**config.mk**
```make
export PLATFORM = sky130hd
export DESIGN_NAME = scalar_kalman_smoother_flat
export DESIGN_NICKNAME = d
export VERILOG_FILES = /design/src/design/skf_pkg.sv /design/src/design/skf_in_if.sv /design/src/design/skf_out_if.sv /design/src/design/scalar_kalman_smoother.sv /design/src/flat_wrapper.sv
export SDC_FILE = /design/constraint.sdc
export NUM_CORES = 1
export LEC_CHECK = 0
export ABC_AREA = 1
export CORE_MARGIN = 2
export CORE_UTILIZATION = 30
export CTS_BUF_LIST = sky130_fd_sc_hd__clkbuf_4 sky130_fd_sc_hd__clkbuf_8
export CTS_CLUSTER_SIZE = 10
export DETAILED_ROUTE_END_ITERATION = 8
export DONT_BUFFER_PORTS = 1
export PLACE_DENSITY = 0.41
export SYNTH_ARGS = -nofsm -noshare
export SYNTH_HDL_FRONTEND = slang
export SYNTH_SLANG_ARGS = --single-unit
export TNS_END_PERCENT = 20
```
**constraint.sdc**
```tcl
create_clock -name clk -period 12.3 [get_ports clk]
set_clock_uncertainty 0.15 [all_clocks]
set_input_delay 2.46 -clock clk [delete_from_list [all_inputs] [get_ports clk]]
set_output_delay 2.46 -clock clk [all_outputs]
set_load 0.01 [all_outputs]
```
**src/design/skf_pkg.sv**
```systemverilog
// ----------------------------------------------------------------------------
// skf_pkg: shared types and constants of the scalar Kalman smoother
// Holds the sequencer states, the register index codes and the fixed-point
// widths used by the interfaces and the datapath.
// ----------------------------------------------------------------------------
package skf_pkg;

  // Field widths of the words on the channels.
  localparam int SAMPLE_W   = 16;
  localparam int ESTIMATE_W = 32;
  localparam int GAIN_W     = 17;
  localparam int COV_W      = 32;
  localparam int CFG_W      = 32;
  localparam int CFG_IDX_W  = 2;

  // Fixed-point constants, Q16.16 and Q1.16.
  localparam int FRAC_W = 16;
  localparam logic [COV_W-1:0]  RESET_R   = 32'd655;
  localparam logic [COV_W-1:0]  ONE_COV   = 32'd65536;
  localparam logic [GAIN_W-1:0] ONE_GAIN  = 17'd65536;

  // Number of serial steps for the divider and the multipliers.
  localparam int STEPS   = GAIN_W;
  localparam int CNT_W   = 5;

  // Register index codes.
  typedef enum logic [CFG_IDX_W-1:0] {
    CFG_PROCESS_NOISE     = 2'd0,
    CFG_MEASUREMENT_NOISE = 2'd1
  } cfg_idx_t;

  // Sequencer states.
  typedef enum logic [2:0] {
    ST_IDLE,
    ST_PRED,
    ST_DEN,
    ST_DIV,
    ST_MUL,
    ST_FIN
  } state_t;

endpackage

```
**src/design/skf_in_if.sv**
```systemverilog
// ----------------------------------------------------------------------------
// skf_in_if: sample channel of the scalar Kalman smoother
// Valid/ready channel that carries one signed 16-bit sample per word.
// ----------------------------------------------------------------------------
interface skf_in_if;
  import skf_pkg::*;

  logic                       valid;
  logic                       ready;
  logic signed [SAMPLE_W-1:0] sample;

  modport source (output valid, output sample, input ready);
  modport sink   (input valid, input sample, output ready);

endinterface

```
**src/design/skf_out_if.sv**
```systemverilog
// ----------------------------------------------------------------------------
// skf_out_if: result channel of the scalar Kalman smoother
// Valid/ready channel that carries the new estimate and the gain per word.
// ----------------------------------------------------------------------------
interface skf_out_if;
  import skf_pkg::*;

  logic                         valid;
  logic                         ready;
  logic signed [ESTIMATE_W-1:0] estimate;
  logic        [GAIN_W-1:0]     gain;

  modport source (output valid, output estimate, output gain, input ready);
  modport sink   (input valid, input estimate, input gain, output ready);

endinterface

```
**src/design/scalar_kalman_smoother.sv**
```systemverilog
// ----------------------------------------------------------------------------
// scalar_kalman_smoother: one-dimensional Kalman filter, bit-serial datapath
// Constant-state model: predict P + Q (saturating), gain P/(P+R) by a
// restoring divider one quotient bit per cycle, then estimate and covariance
// updates by two shift-add multipliers one gain bit per cycle.
//
//   channel   direction   contents                          handshake
//   in_ch     in          sample  s16                       valid/ready
//   out_ch    out         estimate s32 Q16.16, gain u17     valid/ready
//   cfg_*     in          index 2 bits, data 32 bits        write enable
//
// A word passes from acceptance to the result register through one
// prediction state, one denominator state, 17 divider steps, 17 multiplier
// steps and one write-back state.
// Reset (synchronous, rst_n low) loads Q = 0, R = 655, P = 1.0, x = 0.
// A new sample is taken only in the idle state; a held result does not stop
// that, but the write-back waits while the result register is full and the sink is not ready.
// ----------------------------------------------------------------------------
module scalar_kalman_smoother (
  input  logic                          clk,
  input  logic                          rst_n,
  skf_in_if.sink                        in_ch,
  skf_out_if.source                     out_ch,
  input  logic                          cfg_we,
  input  logic [skf_pkg::CFG_IDX_W-1:0] cfg_index,
  input  logic [skf_pkg::CFG_W-1:0]     cfg_data
);
  import skf_pkg::*;

  localparam int E_W    = ESTIMATE_W + 2;        // innovation, 34 bits signed
  localparam int DEN_W  = COV_W + 1;             // P + R, 33 bits
  localparam int REM_W  = COV_W + 2;             // divider remainder
  localparam int ACCE_W = E_W + GAIN_W;          // gain * innovation
  localparam int ACCP_W = COV_W + GAIN_W;        // (1 - gain) * P
  localparam int DLT_W  = ACCE_W - FRAC_W;       // floor(product / 2^16)
  localparam int XN_W   = ESTIMATE_W + 4;

  state_t state_r, state_nxt;

  logic [COV_W-1:0]             q_r, r_r;
  logic [COV_W-1:0]             p_r;
  logic signed [ESTIMATE_W-1:0] x_r;
  logic signed [SAMPLE_W-1:0]   sample_r;
  logic [COV_W-1:0]             pp_r;
  logic [DEN_W-1:0]             den_r;
  logic [REM_W-1:0]             rem_r;
  logic [GAIN_W-1:0]            gain_r;
  logic signed [E_W-1:0]        e_r;
  logic [GAIN_W-1:0]            ma_r, mp_r;
  logic [ACCE_W-1:0]            acc_e_r;
  logic [ACCP_W-1:0]            acc_p_r;
  logic [CNT_W-1:0]             cnt_r;
  logic                         out_valid_r;
  logic signed [ESTIMATE_W-1:0] out_est_r;
  logic [GAIN_W-1:0]            out_gain_r;

  // Combinational datapath terms.
  logic [COV_W:0]               pq_sum;
  logic [REM_W-1:0]             div_cand;
  logic                         div_bit;
  logic [E_W:0]                 sum_e;
  logic [COV_W:0]               sum_p;
  logic signed [DLT_W-1:0]      delta;
  logic signed [XN_W-1:0]       x_new;
  logic signed [ESTIMATE_W-1:0] x_sat;
  logic                         last_step;
  logic                         fin_go;

  // Configuration writes; indexes past the list are ignored.
  always_ff @(posedge clk) begin
    if (!rst_n) begin
      q_r <= '0;
      r_r <= RESET_R;
    end else if (cfg_we) begin
      unique case (cfg_index)
        CFG_PROCESS_NOISE:     q_r <= cfg_data;
        CFG_MEASUREMENT_NOISE: r_r <= cfg_data;
        default: ;
      endcase
    end
  end

  // Predicted covariance and restoring division step.
  assign pq_sum    = {1'b0, p_r} + {1'b0, q_r};
  assign div_cand  = (cnt_r == '0) ? rem_r : {rem_r[REM_W-2:0], 1'b0};
  assign div_bit   = (div_cand >= {1'b0, den_r});
  assign last_step = (cnt_r == CNT_W'(STEPS - 1));

  // Shift-add steps: signed gain * innovation, unsigned (1 - gain) * P.
  assign sum_e = {acc_e_r[ACCE_W-1], acc_e_r[ACCE_W-1:GAIN_W]}
               + (ma_r[0] ? {e_r[E_W-1], e_r} : '0);
  assign sum_p = {1'b0, acc_p_r[ACCP_W-1:GAIN_W]} + (mp_r[0] ? {1'b0, pp_r} : '0);

  // Estimate update with a clamp to the signed 32-bit range.
  assign delta = acc_e_r[ACCE_W-1:FRAC_W];
  assign x_new = XN_W'(x_r) + XN_W'(delta);
  always_comb begin
    if (x_new[XN_W-1:ESTIMATE_W-1] == '0 || x_new[XN_W-1:ESTIMATE_W-1] == '1) begin
      x_sat = x_new[ESTIMATE_W-1:0];
    end else if (x_new[XN_W-1]) begin
      x_sat = {1'b1, {(ESTIMATE_W-1){1'b0}}};
    end else begin
      x_sat = {1'b0, {(ESTIMATE_W-1){1'b1}}};
    end
  end

  assign fin_go = !out_valid_r || out_ch.ready;

  // Sequencer state register.
  always_ff @(posedge clk) begin
    if (!rst_n) begin
      state_r <= ST_IDLE;
    end else begin
      state_r <= state_nxt;
    end
  end

  // Next state.
  always_comb begin
    state_nxt = state_r;
    unique case (state_r)
      ST_IDLE: if (in_ch.valid) state_nxt = ST_PRED;
      ST_PRED: state_nxt = ST_DEN;
      ST_DEN:  state_nxt = ST_DIV;
      ST_DIV:  if (last_step) state_nxt = ST_MUL;
      ST_MUL:  if (last_step) state_nxt = ST_FIN;
      ST_FIN:  if (fin_go) state_nxt = ST_IDLE;
      default: state_nxt = ST_IDLE;
    endcase
  end

  assign in_ch.ready = (state_r == ST_IDLE);

  // Filter state; reset loads P = 1.0 and x = 0.
  always_ff @(posedge clk) begin
    if (!rst_n) begin
      p_r <= ONE_COV;
      x_r <= '0;
    end else if (state_r == ST_FIN && fin_go) begin
      p_r <= acc_p_r[COV_W+FRAC_W-1:FRAC_W];
      x_r <= x_sat;
    end
  end

  // Step counter for the divider and the multipliers.
  always_ff @(posedge clk) begin
    if (!rst_n) begin
      cnt_r <= '0;
    end else if ((state_r == ST_DIV || state_r == ST_MUL) && !last_step) begin
      cnt_r <= cnt_r + 1'b1;
    end else begin
      cnt_r <= '0;
    end
  end

  // Working registers of one word.
  always_ff @(posedge clk) begin
    case (state_r)
      ST_IDLE: begin
        sample_r <= in_ch.sample;
      end
      ST_PRED: begin
        pp_r <= pq_sum[COV_W] ? '1 : pq_sum[COV_W-1:0];
        e_r  <= {{2{sample_r[SAMPLE_W-1]}}, sample_r, {FRAC_W{1'b0}}}
              - {{2{x_r[ESTIMATE_W-1]}}, x_r};
      end
      ST_DEN: begin
        den_r  <= {1'b0, pp_r} + {1'b0, r_r};
        rem_r  <= {2'b00, pp_r};
        gain_r <= '0;
      end
      ST_DIV: begin
        rem_r  <= div_bit ? (div_cand - {1'b0, den_r}) : div_cand;
        gain_r <= {gain_r[GAIN_W-2:0], div_bit};
        if (last_step) begin
          // A zero denominator gives a zero gain.
          if (den_r == '0) begin
            ma_r <= '0;
            mp_r <= ONE_GAIN;
          end else begin
            ma_r <= {gain_r[GAIN_W-2:0], div_bit};
            mp_r <= ONE_GAIN - {gain_r[GAIN_W-2:0], div_bit};
          end
          acc_e_r <= '0;
          acc_p_r <= '0;
        end
      end
      ST_MUL: begin
        acc_e_r <= {sum_e, acc_e_r[GAIN_W-1:1]};
        acc_p_r <= {sum_p, acc_p_r[GAIN_W-1:1]};
        ma_r    <= {1'b0, ma_r[GAIN_W-1:1]};
        mp_r    <= {1'b0, mp_r[GAIN_W-1:1]};
        if (cnt_r == '0) begin
          gain_r <= ONE_GAIN - mp_r;
        end
      end
      default: ;
    endcase
  end

  // Result register; it holds a result for a stalled sink while the sequencer goes on.
  always_ff @(posedge clk) begin
    if (!rst_n) begin
      out_valid_r <= 1'b0;
    end else if (state_r == ST_FIN && fin_go) begin
      out_valid_r <= 1'b1;
    end else if (out_ch.ready) begin
      out_valid_r <= 1'b0;
    end
  end

  always_ff @(posedge clk) begin
    if (state_r == ST_FIN && fin_go) begin
      out_est_r  <= x_sat;
      out_gain_r <= gain_r;
    end
  end

  assign out_ch.valid    = out_valid_r;
  assign out_ch.estimate = out_est_r;
  assign out_ch.gain     = out_gain_r;

endmodule
```
**src/flat_wrapper.sv**
```systemverilog
// flat-port wrapper written by rule: the top's interface ports become plain ports
module scalar_kalman_smoother_flat import skf_pkg::*;
  (clk, rst_n, cfg_we, cfg_index, cfg_data, in_ch_valid, in_ch_sample, in_ch_ready, out_ch_valid, out_ch_estimate, out_ch_gain, out_ch_ready);
  skf_in_if in_ch_i ();
  skf_out_if out_ch_i ();
  input  logic clk;
  input  logic rst_n;
  input  logic cfg_we;
  input  logic [skf_pkg::CFG_IDX_W-1:0] cfg_index;
  input  logic [skf_pkg::CFG_W-1:0] cfg_data;
  input wire logic [$bits(in_ch_i.valid)-1:0] in_ch_valid;
  input wire logic [$bits(in_ch_i.sample)-1:0] in_ch_sample;
  output wire logic [$bits(in_ch_i.ready)-1:0] in_ch_ready;
  output wire logic [$bits(out_ch_i.valid)-1:0] out_ch_valid;
  output wire logic [$bits(out_ch_i.estimate)-1:0] out_ch_estimate;
  output wire logic [$bits(out_ch_i.gain)-1:0] out_ch_gain;
  input wire logic [$bits(out_ch_i.ready)-1:0] out_ch_ready;
  assign in_ch_i.valid = in_ch_valid;
  assign in_ch_i.sample = in_ch_sample;
  assign in_ch_ready = in_ch_i.ready;
  assign out_ch_valid = out_ch_i.valid;
  assign out_ch_estimate = out_ch_i.estimate;
  assign out_ch_gain = out_ch_i.gain;
  assign out_ch_i.ready = out_ch_ready;
  scalar_kalman_smoother u_core (.clk(clk), .rst_n(rst_n), .in_ch(in_ch_i), .out_ch(out_ch_i), .cfg_we(cfg_we), .cfg_index(cfg_index), .cfg_data(cfg_data));
endmodule
```
==> results of run 1 <==
## state kept, by name, indices dropped and copies added, names as in the netlist
name / cells
u_core.rem_r: 34
u_core.p_r: 32
u_core.mp_r: 17
u_core.gain_r: 17
u_core.sample_r: 16
u_core.pp_r: 32
u_core.out_ch.gain: 17
u_core.q_r: 32
u_core.x_r: 32
u_core.out_ch.valid: 1
u_core.acc_e_r: 35
u_core.out_ch.estimate: 32
u_core.acc_p_r: 33
u_core.ma_r: 17
u_core.cnt_r: 5
u_core.state_r: 3
u_core.den_r: 33
u_core.r_r: 32
u_core.e_r: 33
## through the flow
| stage | utilization (%) | setup slack (ns) | hold slack, ns |
|---|---|---|---|
| after CTS | 33.6 | 6.55 | 0.299 |
| after global placement | 31.6 | 6.68 | 0.279 |
| final | 33.7 | 6.57 | 0.298 |
| after global routing | 33.7 | 6.04 | 0.303 |
| after floorplan | - | 3.31 | 0.250 |
| after detailed placement | 31.6 | 6.54 | 0.267 |
## final timing paths
check / slack, ns / cells after the start / startpoint / end
setup / recovery: 6.57 / 27 / u_core.cnt_r[0] / u_core.mp_r[16]
hold / removal: 0.30 / 0 / u_core.gain_r[16] / u_core.out_ch.gain[16]
setup reg to reg: 6.57 / 27 / u_core.cnt_r[0] / u_core.mp_r[16]
hold reg to reg: 0.30 / 0 / u_core.gain_r[16] / u_core.out_ch.gain[16]
## cell families (layout without fill, tap and decap cells)
kind of cell	after synthesis	in the layout	share of synthesized area, %
buffers and inverters	623	717	8.01
XOR/XNOR	135	135	3.90
adder cells (fa/ha/maj)	225	225	9.44
AO/OA/AOI/OAI	879	879	16.0
AND/OR/NAND/NOR	1646	1646	22.3
flip-flops	453	453	40.4
other	0	3	0
## power breakdown
group	switching, W	internal [W]	total [W]
sequential	0.000259	0.00211	0.00237
clock	0.000736	0.00102	0.00176
combinational	0.00202	0.000947	0.00296
total	0.00301	0.00408	0.00709
## Yosys cell counts (all sizes together), types with 6 or more instances
library cell,n,area share (%)
edfxtp,316,31
a31oi,25,0.52
a21o,25,0.62
a221oi,8,0.23
o32ai,7,0.20
clkbuf,75,0.93
nand3,169,2.9
buf,26,0.61
and2,7,0.14
nand2,863,11
nor4,27,0.56
o21bai,20,0.50
fa,6,0.40
o21a,25,0.62
nor3,38,0.64
inv,521,6.5
o211ai,17,0.42
nor2,496,6.2
a21oi,355,5.9
xor2,82,2.4
dfxtp,137,9.1
o21ai,356,6.0
a21boi,13,0.33
nand4,29,0.60
xnor2,53,1.5
ha,219,9.0
o22ai,14,0.29
## critical path, stage by stage, from the launching register on
cell and delay [ns]:
dfxtp_1 0.36, inv_1 0.06, ha_1 0.23, nand3_2 0.08
buf_4 0.49, o21ai_0 0.31, fa_1 0.49, nand3_1 0.09
nand2_1 0.09, a21oi_2 0.24, o21ai_2 0.13, nand2_1 0.08
nand2_1 0.11, nand2_1 0.12, inv_1 0.08, nor2_4 0.52
ha_1 0.31, nand2_1 0.06, nor2_1 0.11, nand2_1 0.08
nor2_1 0.17, nand3_1 0.13, nor2_1 0.18, inv_1 0.10
nor2_1 0.25, nand2_1 0.12, o21ai_0 0.16, a31oi_1 0.10
## final cells by class
cell class | instances | area, um2
fill | 10904 | 66400
antenna | 3 | 7.51
timing repair buffer | 22 | 165
tap | 1298 | 1620
inverter | 522 | 1960
clock inverter | 24 | 229
sequential | 453 | 12200
multi-input combinational | 2885 | 15700
clock buffer | 149 | 1790
## cells in the final DEF, fill, tap and decap left out, types with 27 or more instances in the layout
master    count
nand2_1     843
nand3_1     163
inv_1       517
dfxtp_1     137
nor4_1       27
clkbuf_4     41
xnor2_1      53
ha_1        219
nand4_1      29
clkbuf_8    108
xor2_1       82
edfxtp_1    316
o21ai_1      32
nor2_1      486
o21ai_0     317
a21oi_1     354
nor3_1       35
## layer usage
layer  vias to the layer above  global-route usage [%]  wire [um]
met3                       156                    3.03       3960
met5                         -                       0          0
met1                     11888                    27.0      49400
met2                       506                    30.9      44400
met4                         0                    6.29       3160
li1                      13368                       -          -
==> results.json, run 1 <==
{
  "status": "finished clean",
  "port_buffers": 0,
  "drtIter0Drc": 1573,
  "grt.total_usage_pct": 19.5,
  "cp.arrival_ns": 6.02,
  "gp_congestion": 0.910,
  "avgSynthCellArea_um2": 7.65,
  "rsz0062_at_grt": "false",
  "synth_cell_types": 57,
  "setup_tns_ns": 0,
  "finalHoldViolations": 0,
  "dpl.hpwl_um": 76000,
  "p_total_w": 0.00709,
  "synth-edff-count": 316,
  "fmax_mhz": 174,
  "cts-hold-fix-buffers": 0,
  "hold_path_class": "reg -> reg",
  "h-tree-depth": 3,
  "slew_headroom_pct": 26.0,
  "cts_tree": "built",
  "die_h_um": 322,
  "drive_above_1_share_pct": 5.89,
  "setup_viol": 0,
  "fin_area_um2": 33700,
  "dp_cells": 5180,
  "ant_nets": 0,
  "ys_ff_latch": 453,
  "num_io_pins": 106,
  "cp_max_fo": 67,
  "grt-ovfl-total": 0,
  "cp-end-kind": "register",
  "ys_warn_count": 0,
  "syn_nets": 4241,
  "start_util_pct": 30.2,
  "worst_pin_slew_ns": 1.11,
  "ys.flop_type": "edfxtp_1",
  "postRouteWirelength_um": 101000,
  "synthCells": 3961,
  "period_minus_slack_ns": 5.73,
  "area_delta_synth_final_pct": 11.3,
  "cts_resized": 0,
  "antenna_found_initial": 4,
  "die_area_um2": 104000,
  "cts_buffers": 93,
  "crit_required_ns": 12.59,
  "clock-sinks": 453,
  "synth_area_um2": 30300,
  "postCtsSetupRepairBufs": 0,
  "via_count": 25918,
  "drc": 0,
  "leakage_nw": 15.2,
  "clk_path_buf_depth": 3,
  "grt_pass1_vias": 25847,
  "viasPerCell": 4.84,
  "die_width_um": 322,
  "grt_max_degree": 100,
  "slew_violations": 0,
  "post_dp_cell_area_um2": 31700,
  "peakVddDrop_uv": 107,
  "core-area_um2": 100000,
  "async_flop_share_pct": 0,
  "critPathLaunchType": "register",
  "seq_area_frac_synth_pct": 40.4,
  "fin_crit_sh_pct": 46.6,
  "max_cap_viol_count": 0,
  "num-nets-final": 4257,
  "crit_type": "reg -> reg",
  "num_rows": 116,
  "dr.pass1.iters": 6,
  "stdcell_count": 5356,
  "cts_root_buf": "clkbuf_8",
  "grt_first_pass_wirelength_um": 154000,
  "clock_latency_ns": 0.75,
  "wire_per_inst_um": 18.8,
  "power.density_nw_per_um2": 210,
  "clk_pin_slew_worst_paths_ns": 0.05
}
Note: power is estimated with default switching activity, not from simulation.
==> run 2: changes to the inputs <==
Settings changed: PLACE_DENSITY 0.41 to 0.42.
Clock period 12.3 ns to 4.98 ns, I/O delays scaled along.
==> run 2 against run 1 <==
Effect of this change:
- utilization is 0.25 points higher
- clock-buffer cell count decreased by 8
- sequential share of layout area decreased by 0.26 points
==> results.json, run 2 (synthesis gave the netlist of run 1 again) <==
{
  "grt.total_usage_pct": 19.1,
  "area_delta_synth_final_pct": 12.1,
  "crit_type": "reg -> reg",
  "grt_first_pass_wirelength_um": 153000,
  "fmax_mhz": 225,
  "cts_resized": 0,
  "top_register": "u_core.acc_e_r",
  "cp.arrival_ns": 4.72,
  "final_cell_mix": "nand2_1 (843), inv_1 (517), nor2_1 (483), a21oi_1 (353)",
  "cp-end-kind": "register",
  "grt-ovfl-total": 0,
  "multi_input_area_um2": 15700,
  "clk_pin_slew_worst_paths_ns": 0.06,
  "postRouteWirelength_um": 99700,
  "core-area_um2": 100000,
  "fin_ws_ns": 0.540,
  "drive_above_1_share_pct": 6.34,
  "finalHoldViolations": 0,
  "critPathMaxStageDelay_ns": 0.44,
  "rsz0062_at_grt": "false",
  "power.density_nw_per_um2": 520,
  "cts_buffers": 93,
  "drtIter0Drc": 1756,
  "grt_max_degree": 103,
  "die_area_um2": 104000,
  "largest_registers": "u_core.acc_e_r (35), u_core.rem_r (34)",
  "drc": 0,
  "die_width_um": 322,
  "cts_tree": "built",
  "peakVddDrop_uv": 236,
  "num_rows": 116,
  "wire_per_inst_um": 18.5,
  "slew_headroom_pct": 28.4,
  "clk_path_buf_depth": 3,
  "via_count": 25974,
  "postCtsSetupRepairBufs": 0,
  "cp_max_fo": 33,
  "setup_viol": 0,
  "num_io_pins": 106,
  "max_cap_viol_count": 0,
  "num-nets-final": 4268,
  "fin_area_um2": 34000,
  "hold_path_class": "in -> reg",
  "worst_pin_slew_ns": 1.07,
  "viasPerCell": 4.83,
  "cts-hold-fix-buffers": 0,
  "largest_reg_flops": 35,
  "h-tree-depth": 3,
  "fin_crit_sh_pct": 89.1,
  "post_dp_cell_area_um2": 31800,
  "period_minus_slack_ns": 4.44,
  "antenna_found_initial": 9,
  "clock-sinks": 453,
  "slowest_stage": "fa_1",
  "dr.pass1.iters": 5,
  "clock_latency_ns": 0.74,
  "port_buffers": 0,
  "cpMostUsedCell": "nand2_1",
  "ant_nets": 0,
  "regArea_um2": 12200,
  "pre_cts_slack_ns": 0.206,
  "crit_required_ns": 5.26,
  "status": "finished clean",
  "slew_violations": 0,
  "start_util_pct": 30.2,
  "leakage_nw": 15.3,
  "critPathLaunchType": "register",
  "gp_congestion": 0.880,
  "dpl.hpwl_um": 74900,
  "die_h_um": 322,
  "nFillCells": 10855,
  "cts_root_buf": "clkbuf_8",
  "final_common_cell": "nand2_1",
  "grt_pass1_vias": 26035
}
-- run 2: cell types whose count changed in the layout (fill, tap and decap cells not counted), sizes merged --
cell,delta
clkinvlp,+4
diode,+12
bufinv,+2
buf,+9
clkbuf,-6
clkinv,+2
inv,+2
-- run 2: final timing paths --
| check | from | to | slack (ns) | cells past startpoint |
|---|---|---|---|---|
| worst max-delay path | u_core.cnt_r[0] | u_core.mp_r[16] | 0.54 | 28 |
| worst min-delay path | in_ch_sample[12] | u_core.sample_r[12] | 0.21 | 0 |
| worst max register to register | u_core.cnt_r[0] | u_core.mp_r[16] | 0.54 | 28 |
| worst min register to register | u_core.gain_r[16] | u_core.out_ch.gain[16] | 0.28 | 0 |
-- run 2: metrics by stage --
step           hold WS [ns]  power [W]  utilization, %  setup TNS [ns]  std cells
5_1_grt               0.122     0.0191            33.9               0       5380
6_report              0.214     0.0177            33.9               0       5381
3_5_place_dp          0.259     0.0133            31.7               0       5189
4_1_cts               0.117     0.0179            33.8               0       5364
2_1_floorplan         0.250     0.0110               -          -44.98       3961
3_3_place_gp          0.264     0.0134            31.7               0       5189
-- run 2: worst max-delay path: cells and delay by family, from the launching register on --
| family | cells | cell delay [ns] |
|---|---|---|
| AO/OA/AOI/OAI | 5 | 0.65 |
| buffers and inverters | 4 | 0.51 |
| adder cells (fa/ha/maj) | 3 | 0.83 |
| flip-flops | 1 | 0.33 |
| AND/OR/NAND/NOR | 16 | 1.68 |
-- run 2: layout make-up --
class	count	share of cell area [%]
Antenna cell	15	0.111
Clock buffer	141	5.05
Clock inverter	34	1.01
Inverter	522	5.77
Multi-Input combinational cell	2885	46.3
Sequential cell	453	36.0
Tap cell	1298	4.78
Timing Repair Buffer	33	0.943
-- run 2: power by group --
part / total (W) / internal, W / switching (W)
registers: 0.00589 / 0.00520 / 0.000685
logic: 0.00738 / 0.00242 / 0.00496
clock network: 0.00438 / 0.00256 / 0.00182
-- run 2: per-layer routing --
| layer | part of all wire [%] | track usage [%] | wire length, um |
|---|---|---|---|
| met4 | 2.9 | 6.79 | 2870 |
| met2 | 45 | 31.0 | 45000 |
| met1 | 48 | 25.6 | 48000 |
| met5 | 0.0090 | 0 | 9 |
| met3 | 3.8 | 3.18 | 3780 |
==> run 3: changes to the inputs <==
Settings changed: CELL_PAD_IN_SITES_DETAIL_PLACEMENT set to 0, CELL_PAD_IN_SITES_GLOBAL_PLACEMENT set to 1, PLACE_DENSITY 0.42 to 0.53.
==> run 3 against run 2 <==
Effect of this change:
- maximum frequency is 1.5% lower
- final cell count barely moved
- combinational power grew 2%
- worst hold slack got worse by 0.026 ns
- critical endpoint unchanged
- largest power group unchanged
==> results.json, run 3 (synthesis gave the netlist of run 1 again) <==
{
  "die_width_um": 322,
  "fin_worst_hold_slack_ns": 0.188,
  "ant_nets": 0,
  "gr-usage-met2_pct": 32.6,
  "top_register": "u_core.acc_e_r",
  "largest_registers": "u_core.acc_e_r (35), u_core.rem_r (34)",
  "finalHoldViolations": 0,
  "setup_tns_ns": 0,
  "cp-end-kind": "register",
  "grt_first_pass_wirelength_um": 155000,
  "via_count": 26083,
  "grt_use_met1_pct": 24.8,
  "cts_buffers": 92,
  "nFillCells": 10887,
  "start_util_pct": 30.2,
  "dr.pass1.iters": 7,
  "critPathLaunchType": "register",
  "port_buffers": 0,
  "final_common_cell": "nand2_1",
  "fin_ws_ns": 0.474,
  "critPathBufInv": 4,
  "cts_tree": "built",
  "cts_root_buf": "clkbuf_8",
  "clock_latency_ns": 0.75,
  "fmax_mhz": 222,
  "die_h_um": 322,
  "peakVddDrop_uv": 310,
  "dpl.hpwl_um": 77200,
  "cp_top_family": "simple AND/OR/NAND/NOR gates",
  "stdcell_count": 5379,
  "dp_cells": 5199,
  "postRouteWirelength_um": 101000,
  "area_delta_synth_final_pct": 12.5,
  "power.density_nw_per_um2": 520,
  "slew_headroom_pct": 26.7,
  "clk_path_buf_depth": 3,
  "num-nets-final": 4281,
  "reg2reg_slack_ns": 0.47,
  "gp_congestion": 0.840,
  "top_usage_layer": "met2",
  "grt-ovfl-total": 0,
  "h-tree-depth": 3,
  "die_area_um2": 104000,
  "num_io_pins": 106,
  "worst_pin_slew_ns": 1.10,
  "cp_max_fo": 11,
  "wire_per_inst_um": 18.8,
  "grt_max_degree": 100,
  "slew_violations": 0,
  "status": "finished clean",
  "grtUsageMet3_pct": 4.21,
  "grt.total_usage_pct": 19.4,
  "crit_type": "reg -> reg",
  "num_rows": 116,
  "core-area_um2": 100000,
  "viasPerCell": 4.85,
  "hold_path_class": "in -> reg",
  "multi_input_area_um2": 15800,
  "setup_viol": 0,
  "largest_reg_flops": 35,
  "grt_pass1_vias": 26599,
  "cpMostUsedCell": "nand2_1",
  "drive_above_1_share_pct": 6.79,
  "antenna_found_initial": 12,
  "clk_pin_slew_worst_paths_ns": 0.06,
  "regArea_um2": 12200,
  "drtIter0Drc": 1425,
  "final_cell_mix": "nand2_1 (842), inv_1 (517), nor2_1 (483), a21oi_1 (350), edfxtp_1 (316)",
  "leakage_nw": 15.4,
  "fin_crit_sh_pct": 90.5,
  "crit_required_ns": 5.28,
  "fin_util_pct": 34.0,
  "clock-sinks": 453,
  "cp.arrival_ns": 4.80,
  "slowest_stage": "dfxtp_1",
  "max_cap_viol_count": 0,
  "cts-hold-fix-buffers": 0,
  "critPathMaxStageDelay_ns": 0.33,
  "drc": 0,
  "pre_cts_slack_ns": 0.157,
  "period_minus_slack_ns": 4.51
}
==> run 3: cell types whose count changed in the layout (fill, tap and decap cells not counted), sizes merged, moves of 3 or more <==
cell / delta
buf: +14
clkbuf: -9
diode: -13
inv: +3
clkinv: +7
clkinvlp: -3
==> run 3: power breakdown <==
part | internal, W | switching, W
clock network | 0.00249 | 0.00188
registers | 0.00521 | 0.000585
logic | 0.00250 | 0.00506
total | 0.0102 | 0.00752
==> run 3: final timing paths <==
path	cells past startpoint	endpoint	startpoint
setup / recovery	25	u_core.mp_r[16]	u_core.cnt_r[0]
hold / removal	0	u_core.sample_r[7]	in_ch_sample[7]
setup reg to reg	25	u_core.mp_r[16]	u_core.cnt_r[0]
hold reg to reg	0	u_core.out_ch.gain[16]	u_core.gain_r[16]
==> run 3: layout make-up <==
cell class,count,share of cell area [%]
clock buffers,132,4.91
repair buffers,47,1.32
diodes,2,0.0147
inverters,522,5.75
multi-input cells,2885,46.3
flip-flops and latches,453,35.9
well taps,1298,4.77
clock inverters,40,1.09
==> run 3: routing by layer <==
metal,wire [um],up-vias
met1,46800,12082
met5,129,-
met3,4480,156
met4,2680,18
li1,-,13413
met2,46900,414
==> run 3: timing repair <==
item                       CTS  global route
gates resized for setup      0            21
buffers inserted             0             4
setup endpoints to repair    0             4
==> run 3: stage by stage <==
stage,cell area (um2),total power (W)
4_1_cts,33900,0.0179
2_1_floorplan,30300,0.0110
3_5_place_dp,31900,0.0134
6_report,34100,0.0177
5_1_grt,34100,0.0192
3_3_place_gp,31900,0.0135
